===== src/sv/dmx_latest_change_merge_macros.svh =====
// Assertion macros shared by the merge block RTL.
`ifndef DMX_LATEST_CHANGE_MERGE_MACROS_SVH
`define DMX_LATEST_CHANGE_MERGE_MACROS_SVH

// Condition implies consequence in the same cycle.
`define DMX_ASSERT_IMP(label, clk, rst_n, cond, cons) \
  label: assert property (@(posedge clk) disable iff (!rst_n) (cond) |-> (cons)) \
    else $error("assertion failed: same-cycle implication");

// Condition implies consequence in the next cycle.
`define DMX_ASSERT_NXT(label, clk, rst_n, cond, cons) \
  label: assert property (@(posedge clk) disable iff (!rst_n) (cond) |=> (cons)) \
    else $error("assertion failed: next-cycle implication");

`endif


===== src/sv/dmx_lcm_pkg.sv =====
// Types, codes and constants of the DMX latest-change merge block.
package dmx_lcm_pkg;

  parameter int unsigned TicksPerFrameDefault = 64;

  localparam int unsigned InDataW  = 32;
  localparam int unsigned OutDataW = 24;
  localparam int unsigned CfgIdxW  = 8;

  localparam logic [7:0] FullFrameIndex = 8'd16;
  localparam logic [7:0] SatIndex       = 8'd255;

  // Configuration register indexes
  localparam logic [CfgIdxW-1:0] RegCoolSlot   = 8'd0;
  localparam logic [CfgIdxW-1:0] RegWarmSlot   = 8'd1;
  localparam logic [CfgIdxW-1:0] RegBrightSlot = 8'd2;
  localparam logic [CfgIdxW-1:0] RegIdleTicks  = 8'd3;
  localparam logic [CfgIdxW-1:0] RegOutSlots   = 8'd4;

  typedef enum logic [2:0] {
    OP_RX_A     = 3'd0,
    OP_RX_B     = 3'd1,
    OP_REMOTE   = 3'd2,
    OP_TICK     = 3'd3,
    OP_TX_READY = 3'd4
  } op_e;

  typedef enum logic [1:0] {
    LINE_NONE  = 2'd0,
    LINE_BREAK = 2'd1,
    LINE_UART  = 2'd2
  } line_e;

  typedef enum logic [1:0] {
    RELAY_NONE    = 2'd0,
    RELAY_ENGAGE  = 2'd1,
    RELAY_RELEASE = 2'd2
  } relay_e;

  typedef enum logic [1:0] {
    SRC_A      = 2'd0,
    SRC_B      = 2'd1,
    SRC_REMOTE = 2'd2
  } src_e;

  typedef struct packed {
    logic [7:0] cool_slot;
    logic [7:0] warm_slot;
    logic [7:0] bright_slot;
    logic [7:0] idle_ticks;
    logic [7:0] out_slots;
  } cfg_t;

  // Update produced by one receive input for one transaction
  typedef struct packed {
    logic [7:0] index;
    logic [7:0] idle;
    logic       cool_we;
    logic       warm_we;
    logic       bright_we;
    relay_e     relay;
    logic       select;
  } rx_upd_t;

  typedef struct packed {
    logic       tx_valid;
    logic [7:0] tx_byte;
    line_e      line_action;
    relay_e     relay_action;
    logic       frame_sending;
    logic       b_present;
    logic [1:0] active_source;
  } result_t;

endpackage


===== src/sv/dmx_lcm_rx.sv =====
// Next-state logic of one receive input: byte slot capture and idle gap.
module dmx_lcm_rx (
  input  logic                 byte_i,
  input  logic                 tick_i,
  input  dmx_lcm_pkg::cfg_t    cfg_i,
  input  logic [7:0]           index_i,
  input  logic [7:0]           idle_i,
  input  logic [7:0]           cool_i,
  input  logic [7:0]           warm_i,
  input  logic [7:0]           bright_i,
  input  logic [7:0]           data_i,
  output dmx_lcm_pkg::rx_upd_t upd_o
);

  logic [7:0] idx;
  logic [7:0] idle_inc;

  always_comb begin
    upd_o           = '0;
    upd_o.index     = index_i;
    upd_o.idle      = idle_i;
    upd_o.relay     = dmx_lcm_pkg::RELAY_NONE;
    idx             = index_i;
    idle_inc        = (idle_i != 8'hff) ? idle_i + 8'd1 : idle_i;
    if (byte_i) begin
      // start code: nonzero kills the rest of the frame
      if (index_i == 8'd0) begin
        if (data_i != 8'd0) idx = dmx_lcm_pkg::SatIndex;
      end else if (index_i != dmx_lcm_pkg::SatIndex) begin
        priority if (index_i == cfg_i.cool_slot) begin
          if (data_i != cool_i) begin
            upd_o.cool_we = 1'b1;
            upd_o.select  = 1'b1;
          end
        end else if (index_i == cfg_i.warm_slot) begin
          if (data_i != warm_i) begin
            upd_o.warm_we = 1'b1;
            upd_o.select  = 1'b1;
          end
        end else if (index_i == cfg_i.bright_slot) begin
          if (data_i != bright_i) begin
            upd_o.relay     = (data_i > bright_i) ? dmx_lcm_pkg::RELAY_ENGAGE
                                                  : dmx_lcm_pkg::RELAY_RELEASE;
            upd_o.bright_we = 1'b1;
            upd_o.select    = 1'b1;
          end
        end else begin
          // not a captured slot
        end
      end
      upd_o.index = (idx != dmx_lcm_pkg::SatIndex) ? idx + 8'd1 : idx;
      upd_o.idle  = 8'd0;
    end else if (tick_i) begin
      // idle gap ends the received frame
      if (idle_inc >= cfg_i.idle_ticks) begin
        upd_o.idle  = 8'd0;
        upd_o.index = 8'd0;
      end else begin
        upd_o.idle  = idle_inc;
      end
    end
  end

endmodule


===== src/sv/dmx_lcm_core.sv =====
// Merge state, configuration registers and output frame sequencing.
`include "dmx_latest_change_merge_macros.svh"

module dmx_lcm_core #(
  parameter int unsigned TicksPerFrame = dmx_lcm_pkg::TicksPerFrameDefault
) (
  input  logic                                clk_i,
  input  logic                                rst_ni,
  input  logic                                cfg_we_i,
  input  logic [dmx_lcm_pkg::CfgIdxW-1:0]     cfg_idx_i,
  input  logic [7:0]                          cfg_data_i,
  input  logic                                step_i,
  input  dmx_lcm_pkg::op_e                    op_i,
  input  logic [7:0]                          rx_byte_i,
  input  logic [7:0]                          remote_cool_i,
  input  logic [7:0]                          remote_warm_i,
  output dmx_lcm_pkg::result_t                res_o
);

  localparam int unsigned PhaseW = $clog2(TicksPerFrame);
  localparam logic [PhaseW-1:0] PhaseBreak = PhaseW'(TicksPerFrame - 3);
  localparam logic [PhaseW-1:0] PhaseUart  = PhaseW'(TicksPerFrame - 2);
  localparam logic [PhaseW-1:0] PhaseLast  = PhaseW'(TicksPerFrame - 1);
  localparam logic [PhaseW-1:0] PhaseAtMax = PhaseW'(255 % TicksPerFrame);

  dmx_lcm_pkg::cfg_t cfg_q;

  logic [7:0]        index_a_q, index_a_d, idle_a_q, idle_a_d;
  logic [7:0]        index_b_q, index_b_d, idle_b_q, idle_b_d;
  logic [7:0]        cool_q [3];
  logic [7:0]        cool_d [3];
  logic [7:0]        warm_q [3];
  logic [7:0]        warm_d [3];
  logic [7:0]        bright_q [2];
  logic [7:0]        bright_d [2];
  logic [1:0]        src_q, src_d;
  logic [7:0]        out_slot_q, out_slot_d;
  logic [7:0]        tick_q, tick_d;
  logic [PhaseW-1:0] phase_q, phase_d;
  logic              sending_q, sending_d;
  logic              b_seen_q, b_seen_d;

  dmx_lcm_pkg::rx_upd_t upd_a, upd_b;
  logic                 tick_ev;
  logic [PhaseW-1:0]    phase_inc;
  logic [7:0]           slot_inc;
  logic [1:0]           src_rd;

  // Configuration registers
  always_ff @(posedge clk_i or negedge rst_ni) begin
    if (!rst_ni) begin
      cfg_q.cool_slot   <= 8'd3;
      cfg_q.warm_slot   <= 8'd4;
      cfg_q.bright_slot <= 8'd7;
      cfg_q.idle_ticks  <= 8'd3;
      cfg_q.out_slots   <= 8'd16;
    end else if (cfg_we_i) begin
      if (cfg_idx_i == dmx_lcm_pkg::RegCoolSlot)   cfg_q.cool_slot   <= cfg_data_i;
      if (cfg_idx_i == dmx_lcm_pkg::RegWarmSlot)   cfg_q.warm_slot   <= cfg_data_i;
      if (cfg_idx_i == dmx_lcm_pkg::RegBrightSlot) cfg_q.bright_slot <= cfg_data_i;
      if (cfg_idx_i == dmx_lcm_pkg::RegIdleTicks)  cfg_q.idle_ticks  <= cfg_data_i;
      if (cfg_idx_i == dmx_lcm_pkg::RegOutSlots)   cfg_q.out_slots   <= cfg_data_i;
    end
  end

  assign tick_ev = step_i && (op_i == dmx_lcm_pkg::OP_TICK);

  // Receive inputs A and B
  dmx_lcm_rx u_rx_a (
    .byte_i   (step_i && (op_i == dmx_lcm_pkg::OP_RX_A)),
    .tick_i   (tick_ev),
    .cfg_i    (cfg_q),
    .index_i  (index_a_q),
    .idle_i   (idle_a_q),
    .cool_i   (cool_q[0]),
    .warm_i   (warm_q[0]),
    .bright_i (bright_q[0]),
    .data_i   (rx_byte_i),
    .upd_o    (upd_a)
  );

  dmx_lcm_rx u_rx_b (
    .byte_i   (step_i && (op_i == dmx_lcm_pkg::OP_RX_B)),
    .tick_i   (tick_ev),
    .cfg_i    (cfg_q),
    .index_i  (index_b_q),
    .idle_i   (idle_b_q),
    .cool_i   (cool_q[1]),
    .warm_i   (warm_q[1]),
    .bright_i (bright_q[1]),
    .data_i   (rx_byte_i),
    .upd_o    (upd_b)
  );

  // Phase of the tick count within the output frame period
  assign phase_inc = ((tick_q == 8'hff) || (phase_q == PhaseLast)) ? '0
                                                                   : phase_q + 1'b1;
  assign slot_inc  = (out_slot_q != 8'hff) ? out_slot_q + 8'd1 : out_slot_q;
  assign src_rd    = (src_q == 2'd3) ? dmx_lcm_pkg::SRC_REMOTE : src_q;

  // Next state and result of one transaction
  always_comb begin
    index_a_d  = index_a_q;
    idle_a_d   = idle_a_q;
    index_b_d  = index_b_q;
    idle_b_d   = idle_b_q;
    cool_d     = cool_q;
    warm_d     = warm_q;
    bright_d   = bright_q;
    src_d      = src_q;
    out_slot_d = out_slot_q;
    tick_d     = tick_q;
    phase_d    = phase_q;
    sending_d  = sending_q;
    b_seen_d   = b_seen_q;
    res_o      = '0;
    res_o.line_action  = dmx_lcm_pkg::LINE_NONE;
    res_o.relay_action = dmx_lcm_pkg::RELAY_NONE;
    if (step_i) begin
      unique case (op_i)
        dmx_lcm_pkg::OP_RX_A: begin
          index_a_d = upd_a.index;
          idle_a_d  = upd_a.idle;
          if (upd_a.cool_we)   cool_d[0]   = rx_byte_i;
          if (upd_a.warm_we)   warm_d[0]   = rx_byte_i;
          if (upd_a.bright_we) bright_d[0] = rx_byte_i;
          if (upd_a.select)    src_d       = dmx_lcm_pkg::SRC_A;
          res_o.relay_action = upd_a.relay;
        end
        dmx_lcm_pkg::OP_RX_B: begin
          index_b_d = upd_b.index;
          idle_b_d  = upd_b.idle;
          if (upd_b.cool_we)   cool_d[1]   = rx_byte_i;
          if (upd_b.warm_we)   warm_d[1]   = rx_byte_i;
          if (upd_b.bright_we) bright_d[1] = rx_byte_i;
          if (upd_b.select)    src_d       = dmx_lcm_pkg::SRC_B;
          res_o.relay_action = upd_b.relay;
          // presence of B follows from full-length frames
          if (index_b_q == 8'd0) begin
            b_seen_d = 1'b0;
          end else if (index_b_q == dmx_lcm_pkg::FullFrameIndex) begin
            b_seen_d = 1'b1;
          end
        end
        dmx_lcm_pkg::OP_REMOTE: begin
          cool_d[2] = remote_cool_i;
          warm_d[2] = remote_warm_i;
          src_d     = dmx_lcm_pkg::SRC_REMOTE;
        end
        dmx_lcm_pkg::OP_TICK: begin
          index_a_d = upd_a.index;
          idle_a_d  = upd_a.idle;
          index_b_d = upd_b.index;
          idle_b_d  = upd_b.idle;
          tick_d    = tick_q + 8'd1;
          phase_d   = phase_inc;
          priority if (phase_inc == PhaseBreak) begin
            res_o.line_action = dmx_lcm_pkg::LINE_BREAK;
          end else if (phase_inc == PhaseUart) begin
            res_o.line_action = dmx_lcm_pkg::LINE_UART;
          end else if (phase_inc == PhaseLast) begin
            // start code of a new output frame
            tick_d         = 8'hff;
            phase_d        = PhaseAtMax;
            out_slot_d     = 8'd1;
            sending_d      = 1'b1;
            res_o.tx_valid = 1'b1;
          end else begin
            // mid-frame tick, line untouched
          end
        end
        dmx_lcm_pkg::OP_TX_READY: begin
          if (sending_q) begin
            if ((out_slot_q != 8'd0) && (out_slot_q <= cfg_q.out_slots)) begin
              res_o.tx_valid = 1'b1;
              if (out_slot_q == 8'd1) begin
                tick_d        = 8'd0;
                phase_d       = '0;
                res_o.tx_byte = cool_q[src_rd];
              end else if (out_slot_q == 8'd2) begin
                res_o.tx_byte = warm_q[src_rd];
              end
            end
            out_slot_d = slot_inc;
            if (slot_inc > cfg_q.out_slots) sending_d = 1'b0;
          end
        end
        default: begin
        end
      endcase
    end
    res_o.frame_sending = sending_d;
    res_o.b_present     = b_seen_d;
    res_o.active_source = src_d;
  end

  // State registers
  always_ff @(posedge clk_i or negedge rst_ni) begin
    if (!rst_ni) begin
      index_a_q  <= 8'd0;
      idle_a_q   <= 8'd0;
      index_b_q  <= 8'd0;
      idle_b_q   <= 8'd0;
      for (int k = 0; k < 3; k++) begin
        cool_q[k] <= 8'd0;
        warm_q[k] <= 8'd0;
      end
      for (int k = 0; k < 2; k++) begin
        bright_q[k] <= 8'd0;
      end
      src_q      <= dmx_lcm_pkg::SRC_A;
      out_slot_q <= 8'd0;
      tick_q     <= 8'd0;
      phase_q    <= '0;
      sending_q  <= 1'b0;
      b_seen_q   <= 1'b0;
    end else begin
      index_a_q  <= index_a_d;
      idle_a_q   <= idle_a_d;
      index_b_q  <= index_b_d;
      idle_b_q   <= idle_b_d;
      cool_q     <= cool_d;
      warm_q     <= warm_d;
      bright_q   <= bright_d;
      src_q      <= src_d;
      out_slot_q <= out_slot_d;
      tick_q     <= tick_d;
      phase_q    <= phase_d;
      sending_q  <= sending_d;
      b_seen_q   <= b_seen_d;
    end
  end

  `DMX_ASSERT_IMP(a_sending_slot, clk_i, rst_ni, sending_q, out_slot_q != 8'd0)
  `DMX_ASSERT_IMP(a_src_legal, clk_i, rst_ni, 1'b1, src_q != 2'd3)
  `DMX_ASSERT_IMP(a_phase_range, clk_i, rst_ni, 1'b1, phase_q <= PhaseLast)

endmodule


===== src/sv/dmx_latest_change_merge.sv =====
// DMX latest-change merge: input register, merge core and result register.
//
// Usage: every input transaction on the s_axis channel is one event: a byte
// received on input A or B, a remote set of cool and warm values, a timer
// tick, or a transmitter-ready notice. Each transaction gives exactly one
// result transaction on m_axis, carrying the byte to transmit (if any), the
// break/uart line action, the relay pulse, and the frame, presence and
// active-source status after the event.
// The input register takes the transaction, and the merge logic runs between
// it and the result register. Throughput is one transaction per cycle while
// m_axis_tready stays high; the merge state is a single register set.
// When the receiver stalls, the result register holds and the input register
// still takes one more transaction; s_axis_tready drops only when both are
// full. Reset clears all merge state to zero and the configuration registers
// to their defaults; the cfg channel is always ready, and the user is to write
// it only while the block is idle; the block itself does not enforce this.
module dmx_latest_change_merge #(
  parameter int unsigned TicksPerFrame = dmx_lcm_pkg::TicksPerFrameDefault
) (
  input  logic                                clk_i,
  input  logic                                rst_ni,
  // tdata: operation[2:0], rx_byte[10:3], remote_cool_value[18:11],
  //        remote_warm_value[26:19], zero fill[31:27]
  input  logic                                s_axis_tvalid,
  output logic                                s_axis_tready,
  input  logic [dmx_lcm_pkg::InDataW-1:0]     s_axis_tdata,
  // tdata: tx_valid[0], tx_byte[8:1], line_action[10:9],
  //        relay_action[12:11], frame_sending[13], b_present[14],
  //        active_source[16:15], zero fill[23:17]
  output logic                                m_axis_tvalid,
  input  logic                                m_axis_tready,
  output logic [dmx_lcm_pkg::OutDataW-1:0]    m_axis_tdata,
  input  logic                                cfg_valid_i,
  output logic                                cfg_ready_o,
  input  logic [dmx_lcm_pkg::CfgIdxW-1:0]     cfg_index_i,
  input  logic [7:0]                          cfg_data_i
);

  `include "dmx_latest_change_merge_macros.svh"

  logic                                 in_valid_q;
  logic [dmx_lcm_pkg::InDataW-1:0]      in_data_q;
  logic                                 out_valid_q;
  dmx_lcm_pkg::result_t                 res_q;
  dmx_lcm_pkg::result_t                 res_d;
  logic                                 advance;
  logic                                 in_fire;

  assign cfg_ready_o   = 1'b1;
  assign advance       = in_valid_q && (!out_valid_q || m_axis_tready);
  assign s_axis_tready = !in_valid_q || advance;
  assign in_fire       = s_axis_tvalid && s_axis_tready;

  // Input register control
  always_ff @(posedge clk_i or negedge rst_ni) begin
    if (!rst_ni) begin
      in_valid_q <= 1'b0;
    end else if (s_axis_tready) begin
      in_valid_q <= s_axis_tvalid;
    end
  end

  // Input register payload
  always_ff @(posedge clk_i) begin
    if (in_fire) begin
      in_data_q <= s_axis_tdata;
    end
  end

  dmx_lcm_core #(
    .TicksPerFrame (TicksPerFrame)
  ) u_core (
    .clk_i         (clk_i),
    .rst_ni        (rst_ni),
    .cfg_we_i      (cfg_valid_i && cfg_ready_o),
    .cfg_idx_i     (cfg_index_i),
    .cfg_data_i    (cfg_data_i),
    .step_i        (advance),
    .op_i          (dmx_lcm_pkg::op_e'(in_data_q[2:0])),
    .rx_byte_i     (in_data_q[10:3]),
    .remote_cool_i (in_data_q[18:11]),
    .remote_warm_i (in_data_q[26:19]),
    .res_o         (res_d)
  );

  // Result register control
  always_ff @(posedge clk_i or negedge rst_ni) begin
    if (!rst_ni) begin
      out_valid_q <= 1'b0;
    end else if (advance) begin
      out_valid_q <= 1'b1;
    end else if (m_axis_tready) begin
      out_valid_q <= 1'b0;
    end
  end

  // Result register payload
  always_ff @(posedge clk_i) begin
    if (advance) begin
      res_q <= res_d;
    end
  end

  assign m_axis_tvalid = out_valid_q;
  assign m_axis_tdata  = {7'd0, res_q.active_source, res_q.b_present,
                          res_q.frame_sending, res_q.relay_action,
                          res_q.line_action, res_q.tx_byte, res_q.tx_valid};

  `DMX_ASSERT_IMP(a_stall_full, clk_i, rst_ni, !s_axis_tready, in_valid_q && out_valid_q && !m_axis_tready)
  `DMX_ASSERT_NXT(a_advance_out, clk_i, rst_ni, advance, out_valid_q)
  `DMX_ASSERT_NXT(a_take_in, clk_i, rst_ni, in_fire, in_valid_q)

endmodule

===== config.mk =====
export PLATFORM = sky130hd
export DESIGN_NAME = dmx_latest_change_merge
export DESIGN_NICKNAME = d
export VERILOG_FILES = /design/src/sv/dmx_lcm_pkg.sv /design/src/sv/dmx_lcm_rx.sv /design/src/sv/dmx_lcm_core.sv /design/src/sv/dmx_latest_change_merge.sv
export VERILOG_INCLUDE_DIRS = /design/src /design/src/sv
export SDC_FILE = /design/constraint.sdc
export NUM_CORES = 1
export LEC_CHECK = 0
export BUFFER_PORTS_ARGS = -buffer_cell sky130_fd_sc_hd__buf_2
export CORE_UTILIZATION = 40
export DETAILED_ROUTE_END_ITERATION = 10
export GPL_TIMING_DRIVEN = 0
export PLACE_DENSITY = 0.6
export REMOVE_ABC_BUFFERS = 1
export SLEW_MARGIN = 20
export SYNTH_ARGS = -nofsm -noshare
export SYNTH_HDL_FRONTEND = slang
export SYNTH_HIERARCHICAL = 1
export SYNTH_SLANG_ARGS = --single-unit

===== constraint.sdc =====
create_clock -name clk_i -period 3 [get_ports clk_i]
set_input_delay 0.3 -clock clk_i [delete_from_list [all_inputs] [get_ports clk_i]]
set_output_delay 0.3 -clock clk_i [all_outputs]
set_load 0.03 [all_outputs]

==> metrics.md, run 1 <==
| Metric | Value |
|---|---|
| Status | completed |
| Yosys cell types | 83 |
| CP top delay family | compound AO/OA/AOI/OAI gates |
| Worst-Margin Slew | 0.973 ns |
| Core area | 0.0307 mm^2 |
| Warning count from the yosys run | 6 |
| Leakage | 0.00667 uW |
| Clk root buf | clkbuf_16 |
| Ports | 80 |
| # setup viols final | 0 |
| Crit Reg-Reg Startpoint | u_core/out_slot_q[1] |
| CTS Buf Count | 24 |
| Maximum VDD drop | 428 uV |
| Largest net degree at the start of global routing | 63 |
| RD Place Congestion | ~0.82 |
| H-tree Lvls | 1 |
| Max-slew headroom at the worst pin | 35.2% |
| Final ANT Viol Nets | 0 |
| Final Max Tran Viols | 0 |
| Final nets | 1413 |
| Most used cell, CP | ha_1 |
| Pre-antenna DRT Iters | 5 |
| Via count | approximately 9300 |
| CTS Sinks | about 210 |
| Routed WL | 29900 um |
| Die height | 179 um |
| Hold EP | in_valid_q |
| Primary FF master, synth | dfrtp_1 |
| Post-synth EDFFs | 44 |
| # DRC | 0 |
| Min-Delay Path Class | in -> reg |
| Share of cells above drive strength 1 | 29.7% |
| Top-area cell type share of the netlist area | 31.0% |
| Syn-to-layout area delta | 19.1% |
| # Max-Cap Violations | 0 |
| FFs w/ async S/R, synth | 78.8% |
| Startpoint Class | flop |
| Die ar. | 0.0320 mm^2 |
| Initial antenna violation count | 0 |
| Largest cells by area after synthesis | dfrtp_1 (31%), mux2_2 (13%), edfxtp_1 (11%) |
| Sequential Area | about 0.0055 mm^2 |
| Synth area leader | dfrtp_1 |
| Fillers | 2804 |
| Area of the multi-input gates | 0.00667 mm^2 |
| Mapped Cells | 1163 |
| Vias in the first global route | 9009 |
| Final hold vios | 0 |
| Total negative slack | 0 ns |
| Hold Crit Depth | 3 |
| RSZ-0062 raised after global routing | true |
| Worst-path clk slew | 0.06 ns |
| Crit Path Class | reg -> reg |
| Worst hold slack | ~0.06 ns |
| Detailed Place HPWL | 19200 um |
| Worst hold start | m_axis_tready |
| Routed len/inst | approximately 17 um |
| Crit path DAT | 3.35 ns |
| Die Width | 179 um |
| Sequential area share after synthesis | between 40% and 50% |
| CP peak stage delay | between 0.5 and 0.6 ns |
| Element type at the critical path end | flop |
| Critical path peak fanout | 8 |
| Worst skew pair latency | 0.54 ns |
| PortBufs | 66 |
| Cell Pwr Density | between 600 and 700 mW/mm^2 |
| Min cycle time layout | 3.00 ns |
| Overflow after GRT | 0 |
| R2R cell count | 10 |
| Clock buffer depth | 3 |
| F_max | roughly 330 MHz |
| Row count | 64 |
| GRT Overall Usage | a little under a fifth |
| ANT cells | 0 |
| Starting Density | 40.8% |
| Worst EP required | 3.35 ns |
| Synthesized flop and latch total | 208 |
| Crit Reg-Reg Endpoint | m_axis_tdata[13] |
| First-pass GRT wire length | 48300 um |
| Avg Inst Size Synth | 10.8 um^2 |
| Reg2Reg Setup Slack | 0.001 ns |
| Mapped Area | 0.0125 mm^2 |
| Slowest cell on the critical path | dfrtp_1 |
| Period utilization | 100% |
| Drt initial violations | 626 |
| CP bufs+invs | 0 |
| Clock Skew | 0.0202 ns |
| CTS tree | yes |
| DR vias/cell | 5.42 |
| Crit path cell chain | ha_1 -> nand2_1 -> nor2_2 -> mux2_2 -> ha_1 -> nand2b_1 -> a21oi_1 -> a2111oi_1 -> o31ai_1 -> a22oi_1 |
-- sequential cells by signal (all words and copies together), names as in the netlist, 16 cells and up --
signal / flops
m_axis_tdata: 17
u_core/warm_q: 24
u_core/cfg_q: 40
in_data_q: 27
u_core/bright_q: 16
u_core/cool_q: 24
-- cell usage in the layout (no fill, tap or decap), drive strengths merged, types with 8 or more instances in the layout --
cell type / synthesis / routed
nor2: 68 / 69
ha: 58 / 58
nor3: 19 / 19
a21oi: 53 / 53
mux2i: 25 / 25
dfstp: 9 / 9
nand4: 25 / 25
xor2: 57 / 57
o31ai: 8 / 8
o22ai: 12 / 12
mux2: 140 / 140
nand3: 29 / 29
nand2b: 18 / 18
edfxtp: 44 / 44
dlygate4sd3: 0 / 29
conb: 2 / 8
and3: 12 / 12
and2: 19 / 20
buf: 40 / 133
dfrtp: 155 / 155
nand2: 66 / 67
a22o: 8 / 8
xnor2: 46 / 46
inv: 67 / 66
clkbuf: 19 / 33
a21o: 11 / 11
o21ai: 39 / 39
o211ai: 14 / 14
nor4: 23 / 23
-- synthesized netlist by cell type, types with 22 or more instances --
master    number
mux2_2       139
dfrtp_1      155
nand4_1       25
xor2_1        57
xnor2_1       46
nor2_1        64
nand2_1       63
o21ai_0       36
nand3_1       29
edfxtp_1      44
inv_1         67
a21oi_1       52
mux2i_1       25
ha_1          58
buf_2         22
-- cell type report --
class	instances	area share, %
Clock inverter	10	0.848
Timing Repair Buffer	162	8.13
Timing Repair inverter	1	0.0336
Clock buffer	33	4.59
Tap cell	396	3.32
Sequential cell	208	36.6
Multi-Input combinational cell	838	44.8
Inverter	67	1.71
-- report_power, final --
part,total (uW),leakage [uW],internal (uW),switching (uW)
logic,3220,0.00372,1510,1710
registers,3730,0.00256,3250,478
clock network,2990,0.000389,1770,1220
total,9940,0.00667,6530,3410
-- metal layers --
layer	share of wire [%]	vias up	track usage [%]
li1	-	4451	-
met1	46	4587	26.1
met2	48	215	31.8
met3	3.9	48	2.40
met4	2.1	0	4.77
met5	0	-	0
-- worst max path at each step --
stage                     depth (start not counted)  slack [ns]                 start                   to
after floorplan                                   9       -0.87         m_axis_tvalid  u_core/index_b_q[1]
after global placement                            9       -2.53         m_axis_tvalid  u_core/index_b_q[4]
after detailed placement                          9       -1.55         m_axis_tvalid  u_core/index_b_q[4]
after CTS                                        10       0.007   u_core/index_b_q[3]  u_core/index_b_q[1]
after global routing                             13       -0.13    u_core/idle_a_q[1]  u_core/index_a_q[3]
final                                            10       0.001  u_core/out_slot_q[1]     m_axis_tdata[13]
-- worst register-to-register path, cell delays in order, from the launching register on --
cell and delay (ns):
dfrtp_1 0.52, ha_1 0.27, nand2_1 0.12, nor2_2 0.25, mux2_2 0.39, ha_1 0.30
nand2b_1 0.07, a21oi_1 0.08, a2111oi_1 0.45, o31ai_1 0.14, a22oi_1 0.22
-- cells by family after synthesis --
group           share of synthesized area, %
simple gates                            13.8
flops                                   43.5
compound gates                          9.91
mux                                     14.6
buf+inv                                 5.17
xor+xnor                                7.21
fa+ha+maj                               5.80
other cells                           0.0600
-- metrics by stage --
stage | setup slack [ns] | instance area (um^2) | std cells | power, uW | util, %
finish | 0.00105 | 14900 | 1715 | 9940 | 48.6
global route | -0.130 | 14900 | 1715 | 10500 | 48.6
CTS | 0.00717 | 14600 | 1684 | 9750 | 47.5
detailed placement | -1.55 | 13000 | 1574 | 6530 | 42.5
global placement | -2.53 | 13000 | 1572 | 6450 | 42.3
floorplan | -0.868 | 12100 | 1110 | 5770 | -
-- timing repair --
item                                    in CTS  in global routing
endpoints found under the setup margin     108                 35
resized for setup                           33                 26
hold endpoints to repair                    75                  0
pin swaps                                   12                 12
hold buffers                                29                  0
buffers inserted                            35                 30
gates cloned                                 3                  1
Note: power is estimated with default switching activity, not from simulation.
==> run 2: changes to the inputs <==
Settings changed: BUFFER_PORTS_ARGS -buffer_cell sky130_fd_sc_hd__buf_2 to unset, DONT_BUFFER_PORTS set to 1, PLACE_DENSITY 0.6 to 0.55.
Clock period 3 ns to 3.4 ns, I/O delays scaled along.
==> run 2 against run 1 <==
  * Global-route usage is 0.49 points lower
  * Highest routed layer unchanged
  * Die area is the same
  * Wire length shrank 2.9%
  * Combinational power fell by 24%
  * The flow now finishes with violations (negative hold slack)
  * Sequential share of layout area up 1.8 points
==> metrics.md, run 2 (synthesis results as in run 1) <==
| Metric | Value |
|---|---|
| H-tree Lvls | 1 (unchanged) |
| Final hold vios | 164 (was 0) |
| Row count | 64 (unchanged) |
| Area of the multi-input gates | 0.00657 mm^2 (was 0.00667 mm^2) |
| Worst skew pair latency | 0.53 ns (was 0.54 ns) |
| # setup viols final | 0 (unchanged) |
| Worst-Margin Slew | 0.992 ns (was 0.973 ns) |
| Max FFs per register | 40 (unchanged) |
| Most used cell, CP | ha_1 (unchanged) |
| Crit Path Class | reg -> reg (unchanged) |
| Largest net degree at the start of global routing | 165 (was 63) |
| Share of cells above drive strength 1 | 20.8% (was 29.7%) |
| CTS tree | yes (unchanged) |
| Routed len/inst | 18.0 um (was 17.4 um) |
| RD Place Congestion | 0.817 (was 0.823) |
| Most frequent cells in the layout | dfrtp_1 (154), mux2_2 (139), inv_1 (66) (was dfrtp_1 (144), mux2_2 (138), inv_1 (66)) |
| Final ANT Viol Nets | 0 (unchanged) |
| CP bufs+invs | 1 (was 0) |
| Core area | 0.0307 mm^2 (unchanged) |
| Metal2 WL | 13600 um (was 14300 um) |
| Ports | 80 (unchanged) |
| First-pass GRT wire length | 46800 um (was 48300 um) |
| CP peak stage delay | 0.44 ns (was 0.52 ns) |
| PortBufs | 0 (was 66) |
| Detailed Place HPWL | 19000 um (was 19200 um) |
| Vias in the first global route | 8540 (was 9009) |
| Min-Delay Path Class | in -> async (was in -> reg) |
| Critical path peak fanout | 11 (was 8) |
| Via count | 8730 (was 9301) |
| GRT Overall Usage | 18.6% (was 19.1%) |
| Pre-antenna DRT Iters | 4 (was 5) |
| ANT cells | 0 (unchanged) |
| CTS Sinks | 208 (unchanged) |
| Maximum VDD drop | 439 uV (was 428 uV) |
| Biggest register | u_core/cfg_q (unchanged) |
| Max-slew headroom at the worst pin | 33.9% (was 35.2%) |
| Crit path cell chain | ha_1 -> and2_0 -> and4_1 -> nor3_1 -> xor2_1 -> ha_1 -> a21o_1 -> a211o_1 -> a21oi_2 -> o21ai_4 -> buf_12 -> o221ai_1 -> mux2_2 (was ha_1 -> nand2_1 -> nor2_2 -> mux2_2 -> ha_1 -> nand2b_1 -> a21oi_1 -> a2111oi_1 -> o31ai_1 -> a22oi_1) |
| Syn-to-layout area delta | 13.1% (was 19.1%) |
| Reg2Reg Setup Slack | 0.15 ns (was 0.001 ns) |
| Metal1 wirelength | 14000 um (was 13800 um) |
| Clock Skew | 0.0172 ns (was 0.0202 ns) |
| # Max-Cap Violations | 0 (unchanged) |
| Clk root buf | clkbuf_16 (unchanged) |
| Clock buffer depth | 3 (unchanged) |
| Final core utilization | 46.1% (was 48.6%) |
| Top Registers | u_core/cfg_q (40), in_data_q (27) (unchanged) |
| Die Width | 179 um (unchanged) |
| Slowest cell on the critical path | dfrtp_1 (unchanged) |
| Period utilization | 95.6% (was 100%) |
| Total negative slack | 0 ns (unchanged) |
| Fillers | 2916 (was 2804) |
| Failing checks | negative hold slack |
| Status | finished with violations (was completed) |
| Startpoint Class | flop (unchanged) |
| Min cycle time layout | 3.25 ns (was 3.00 ns) |
| Initial antenna violation count | 0 (unchanged) |
| Worst-path clk slew | 0.06 ns (about the same) |
| Worst EP required | 3.87 ns (was 3.35 ns) |
| Starting Density | 40.8% (unchanged) |
| Final Max Tran Viols | 0 (unchanged) |
| Die height | 179 um (unchanged) |
| Element type at the critical path end | flop (unchanged) |
| DR top layer | met4 (unchanged) |
| Hold-fix buffers, CTS | 37 (was 29) |
| CTS Buf Count | 26 (was 24) |
| Final nets | 1305 (was 1413) |
| Crit path DAT | 3.72 ns (was 3.35 ns) |
| Routed WL | 29000 um (was 29900 um) |
| Sequential Area | 0.00544 mm^2 (was 0.00545 mm^2) |
| Most common cell after layout, fill and taps aside | dfrtp_1 (unchanged) |
| Drt initial violations | 474 (was 626) |
| DR vias/cell | 5.42 (about the same) |
| Cell Pwr Density | 615 mW/mm^2 (was 667 mW/mm^2) |
| Leakage | 0.00620 uW (was 0.00667 uW) |
| Die ar. | 0.0320 mm^2 (unchanged) |
| F_max | 308 MHz (was 333 MHz) |
| Worst hold slack | -0.489 ns (was 0.0617 ns) |
| DR WL met3 | 860 um (was 1170 um) |
| CP top delay family | compound AO/OA/AOI/OAI gates (unchanged) |
| RSZ-0062 raised after global routing | true (unchanged) |
| Overflow after GRT | 0 (unchanged) |
| # DRC | 0 (unchanged) |
## run 2: cell count changes in the layout (fill, tap and decap cells not counted), sizes merged
cell and change:
bufinv +2, dlygate4sd3 +8, buf -116, clkinvlp -3
nand2 -1, inv +4, clkinv +2, clkbuf -1
## run 2: final timing paths
kind,start,cells past startpoint,end
setup / recovery,u_core/idle_b_q[0],13,u_core/index_b_q[4]
hold / removal,rst_ni,0,u_core/index_a_q[6]
setup reg to reg,u_core/idle_b_q[0],13,u_core/index_b_q[4]
hold reg to reg,in_data_q[20],1,u_core/warm_q[1]
max in group asynchronous,rst_ni,0,u_core/cfg_q[32]
min in group clk_i,cfg_index_i[0],3,u_core/cfg_q[4]
## run 2: power breakdown
part / leakage (uW) / internal [uW] / switching [uW]
sequential: 0.00257 / 2860 / 528
combinational: 0.00319 / 1170 / 1290
clock: 0.000433 / 1760 / 1100
total: 0.00620 / 5790 / 2920
## run 2: worst reg2reg max path: stages (launching register included)
cell and delay [ns]:
dfrtp_1 0.44, ha_1 0.23, and2_0 0.26, and4_1 0.29
nor3_1 0.19, xor2_1 0.22, ha_1 0.27, a21o_1 0.19
a211o_1 0.32, a21oi_2 0.19, o21ai_4 0.09, buf_12 0.16
o221ai_1 0.17, mux2_2 0.17
## run 2: repair_timing
item                       CTS  global route
setup endpoints to repair  103            44
pin swaps                    3             5
setup buffers                4            13
gates cloned                 1             1
resized for setup           11            12
hold endpoints to repair   233           164
## run 2: area by class of cell
| type | count | area share [%] |
|---|---|---|
| timing repair buffer | 54 | 3.61 |
| multi-input combinational | 837 | 46.4 |
| tap | 396 | 3.50 |
| inverter | 67 | 1.81 |
| clock inverter | 16 | 1.34 |
| clock buffer | 32 | 4.91 |
| sequential | 208 | 38.4 |
## run 2: metal layers
| layer | vias up | track usage, % |
|---|---|---|
| met5 | - | 0 |
| met4 | 0 | 4.45 |
| met1 | 4313 | 25.8 |
| met2 | 142 | 30.6 |
| met3 | 41 | 2.29 |
| li1 | 4234 | - |
## run 2: stage by stage
stage	worst slack (ns)	power [uW]	cells	area, um^2	hold WS [ns]
floorplan	-0.468	5090	1110	12100	0.0444
global placement	-2.35	5610	1506	12600	0.0536
detailed placement	-1.09	5670	1506	12600	0.0544
CTS	0.00534	8640	1596	14000	-0.514
global route	-0.0747	9240	1610	14200	-0.512
finish	0.149	8710	1610	14200	-0.489
==> run 3: changes to the inputs <==
Settings changed: ABC_CLOCK_PERIOD_IN_PS set to 3400, CORE_UTILIZATION 40 to 50, PLACE_DENSITY 0.55 to 0.66.
==> run 3 against run 2 <==
  * The run still ends with negative hold slack left
  * Non-clock buffer count shrank 9
  * Critical path depth shrank 2
  * Combinational power shrank 2%
  * Final cell count shrank 5.5%
  * Clock-buffer cell count shrank 1
  * Design area shrank 2.2%
  * Wire length shrank 5.8%
  * Critical endpoint is now u_core/index_b_q[7]
  * Largest power group unchanged
==> metrics.md, run 3 (synthesis results as in run 1) <==
| Metric | Value |
|---|---|
| Status | finished with violations (unchanged) |
| Failing checks | negative hold slack (unchanged) |
| Detailed Place HPWL | 18200 um (was 19000 um) |
| Die Width | 160 um (was 179 um) |
| Reg2Reg Setup Slack | 0.15 ns (about the same) |
| Critical path peak fanout | 7 (was 11) |
| # setup viols final | 0 (unchanged) |
| # DRC | 0 (unchanged) |
| Worst skew pair latency | 0.52 ns (was 0.53 ns) |
| Initial antenna violation count | 0 (unchanged) |
| Fillers | 2067 (was 2916) |
| Row count | 57 (was 64) |
| Pre-antenna DRT Iters | 7 (was 4) |
| Final core utilization | 56.6% (was 46.1%) |
| R2R cell count | 11 (was 13) |
| Core area | 0.0245 mm^2 (was 0.0307 mm^2) |
| Vias in the first global route | 8556 (was 8540) |
| Crit path cell chain | ha_1 -> and2_1 -> nand4_1 -> and3_1 -> xor2_1 -> ha_1 -> and3_1 -> o2111ai_1 -> o21ai_0 -> o311ai_0 -> mux2_2 (was ha_1 -> and2_0 -> and4_1 -> nor3_1 -> xor2_1 -> ha_1 -> a21o_1 -> a211o_1 -> a21oi_2 -> o21ai_4 -> buf_12 -> o221ai_1 -> mux2_2) |
| Crit Reg-Reg Startpoint | u_core/idle_b_q[0] (unchanged) |
| Clock buffer depth | 3 (unchanged) |
| Critical Path End | u_core/index_b_q[7] (was u_core/index_b_q[4]) |
| Most frequent cells in the layout | dfrtp_1 (155), mux2_2 (139), inv_1 (66) (was dfrtp_1 (154), mux2_2 (139), inv_1 (66)) |
| Via count | 8744 (was 8730) |
| PnR Total Power | 8330 uW (was 8710 uW) |
| DR vias/cell | 5.75 (was 5.42) |
| Element type at the critical path end | flop (unchanged) |
| Top Registers | u_core/cfg_q (40), in_data_q (27) (unchanged) |
| Startpoint Class | flop (unchanged) |
| Cell area after layout | 0.0138 mm^2 (was 0.0142 mm^2) |
| RD Place Congestion | 0.840 (was 0.817) |
| CTS tree | yes (unchanged) |
| Ports | 80 (unchanged) |
| Setup crit start | u_core/idle_b_q[0] (unchanged) |
| Routed len/inst | 18.0 um (about the same) |
| Routed WL | 27300 um (was 29000 um) |
| Worst-Margin Slew | 0.965 ns (was 0.992 ns) |
| Clk root buf | clkbuf_16 (unchanged) |
| Starting Density | 51.1% (was 40.8%) |
| Biggest register | u_core/cfg_q (unchanged) |
| Max-slew headroom at the worst pin | 35.7% (was 33.9%) |
| Slowest cell on the critical path | dfrtp_1 (unchanged) |
| CP bufs+invs | 0 (was 1) |
| Crit Reg-Reg Endpoint | u_core/index_b_q[7] (was u_core/index_b_q[4]) |
| Placed Area | 0.0126 mm^2 (about the same) |
| H-tree Lvls | 1 (unchanged) |
| Leakage | 0.00608 uW (was 0.00620 uW) |
| RSZ-0062 raised after global routing | false (was true) |
| CTS Buf Count | 23 (was 26) |
| Critical Path Stages | 11 (was 13) |
| Final hold vios | 164 (unchanged) |
| Die ar. | 0.0257 mm^2 (was 0.0320 mm^2) |
| Final Max Tran Viols | 0 (unchanged) |
| # Max-Cap Violations | 0 (unchanged) |
| Worst hold slack | -0.490 ns (was -0.489 ns) |
| Worst EP required | 3.80 ns (was 3.87 ns) |
| Drt initial violations | 680 (was 474) |
| Hold-fix buffers, CTS | 36 (was 37) |
| GRT Overall Usage | 21.6% (was 18.6%) |
| Syn-to-layout area delta | 10.7% (was 13.1%) |
| ANT cells | 0 (unchanged) |
| CP top delay family | simple AND/OR/NAND/NOR gates (was compound AO/OA/AOI/OAI gates) |
| Maximum VDD drop | 506 uV (was 439 uV) |
| First-pass GRT wire length | 45000 um (was 46800 um) |
| Share of cells above drive strength 1 | 19.7% (was 20.8%) |
| CTS Sinks | 208 (unchanged) |
| Final nets | 1293 (was 1305) |
| Overflow after GRT | 0 (unchanged) |
| Most common cell after layout, fill and taps aside | dfrtp_1 (unchanged) |
| Max FFs per register | 40 (unchanged) |
| Clock Skew | 0.00897 ns (was 0.0172 ns) |
| CP peak stage delay | 0.44 ns (about the same) |
| Final ANT Viol Nets | 0 (unchanged) |
| Crit Path Class | reg -> reg (unchanged) |
| Period utilization | 95.5% (was 95.6%) |
| Cell Pwr Density | 602 mW/mm^2 (was 615 mW/mm^2) |
| Die height | 160 um (was 179 um) |
| Worst-path clk slew | 0.06 ns (about the same) |
| PortBufs | 0 (unchanged) |
| Crit path DAT | 3.65 ns (was 3.72 ns) |
| Min cycle time layout | 3.25 ns (about the same) |
| F_max | 308 MHz (about the same) |
| Largest net degree at the start of global routing | 165 (unchanged) |
| Min-Delay Path Class | in -> async (unchanged) |
run 3: what timing repair did:
action,4_1_cts,5_1_grt
setup endpoints to repair,102,50
resized for setup,10,11
cloned,1,1
pin swaps,4,4
endpoints found under the hold margin,232,164
buffers inserted,3,6
run 3: through the flow:
stage | setup WS [ns] | cells | TNS [ns]
2_1_floorplan | -0.468 | 1110 | -9.41
3_3_place_gp | -2.26 | 1434 | -143.37
5_1_grt | 0.00889 | 1522 | 0
3_5_place_dp | -1.06 | 1434 | -61.61
4_1_cts | -0.0123 | 1515 | -0.0123
6_report | 0.151 | 1522 | 0
run 3: how the worst min path moves through the flow:
| stage | cells past startpoint | endpoint |
|---|---|---|
| after floorplan | 0 | in_valid_q |
| after global placement | 0 | u_core/tick_q[4] |
| after detailed placement | 0 | u_core/tick_q[4] |
| after CTS | 0 | u_core/tick_q[0] |
| after global routing | 0 | u_core/phase_q[4] |
| final | 0 | u_core/phase_q[4] |
run 3: report_power, final:
group / switching (uW) / internal, uW / leakage, uW
registers: 539 / 2860 / 0.00257
clock network: 1020 / 1500 / 0.000356
logic: 1260 / 1150 / 0.00315
total: 2820 / 5510 / 0.00608
run 3: cell type report:
cell class,instances,area [um^2],share of cell area (%)
Clock buffer,31,616,4.45
Tap cell,324,405,2.93
Sequential cell,208,5440,39.3
Clock inverter,10,135,0.976
Multi-Input combinational cell,837,6560,47.4
Timing Repair Buffer,45,440,3.18
Inverter,67,256,1.85
run 3: routing by layer:
layer  track usage, %  up-vias  wire length, um
met2             35.7      174            13100
met4             6.06        0              618
met3             2.42       45              885
met1             29.8     4323            12700
li1                 -     4202                -
met5                0        -                0
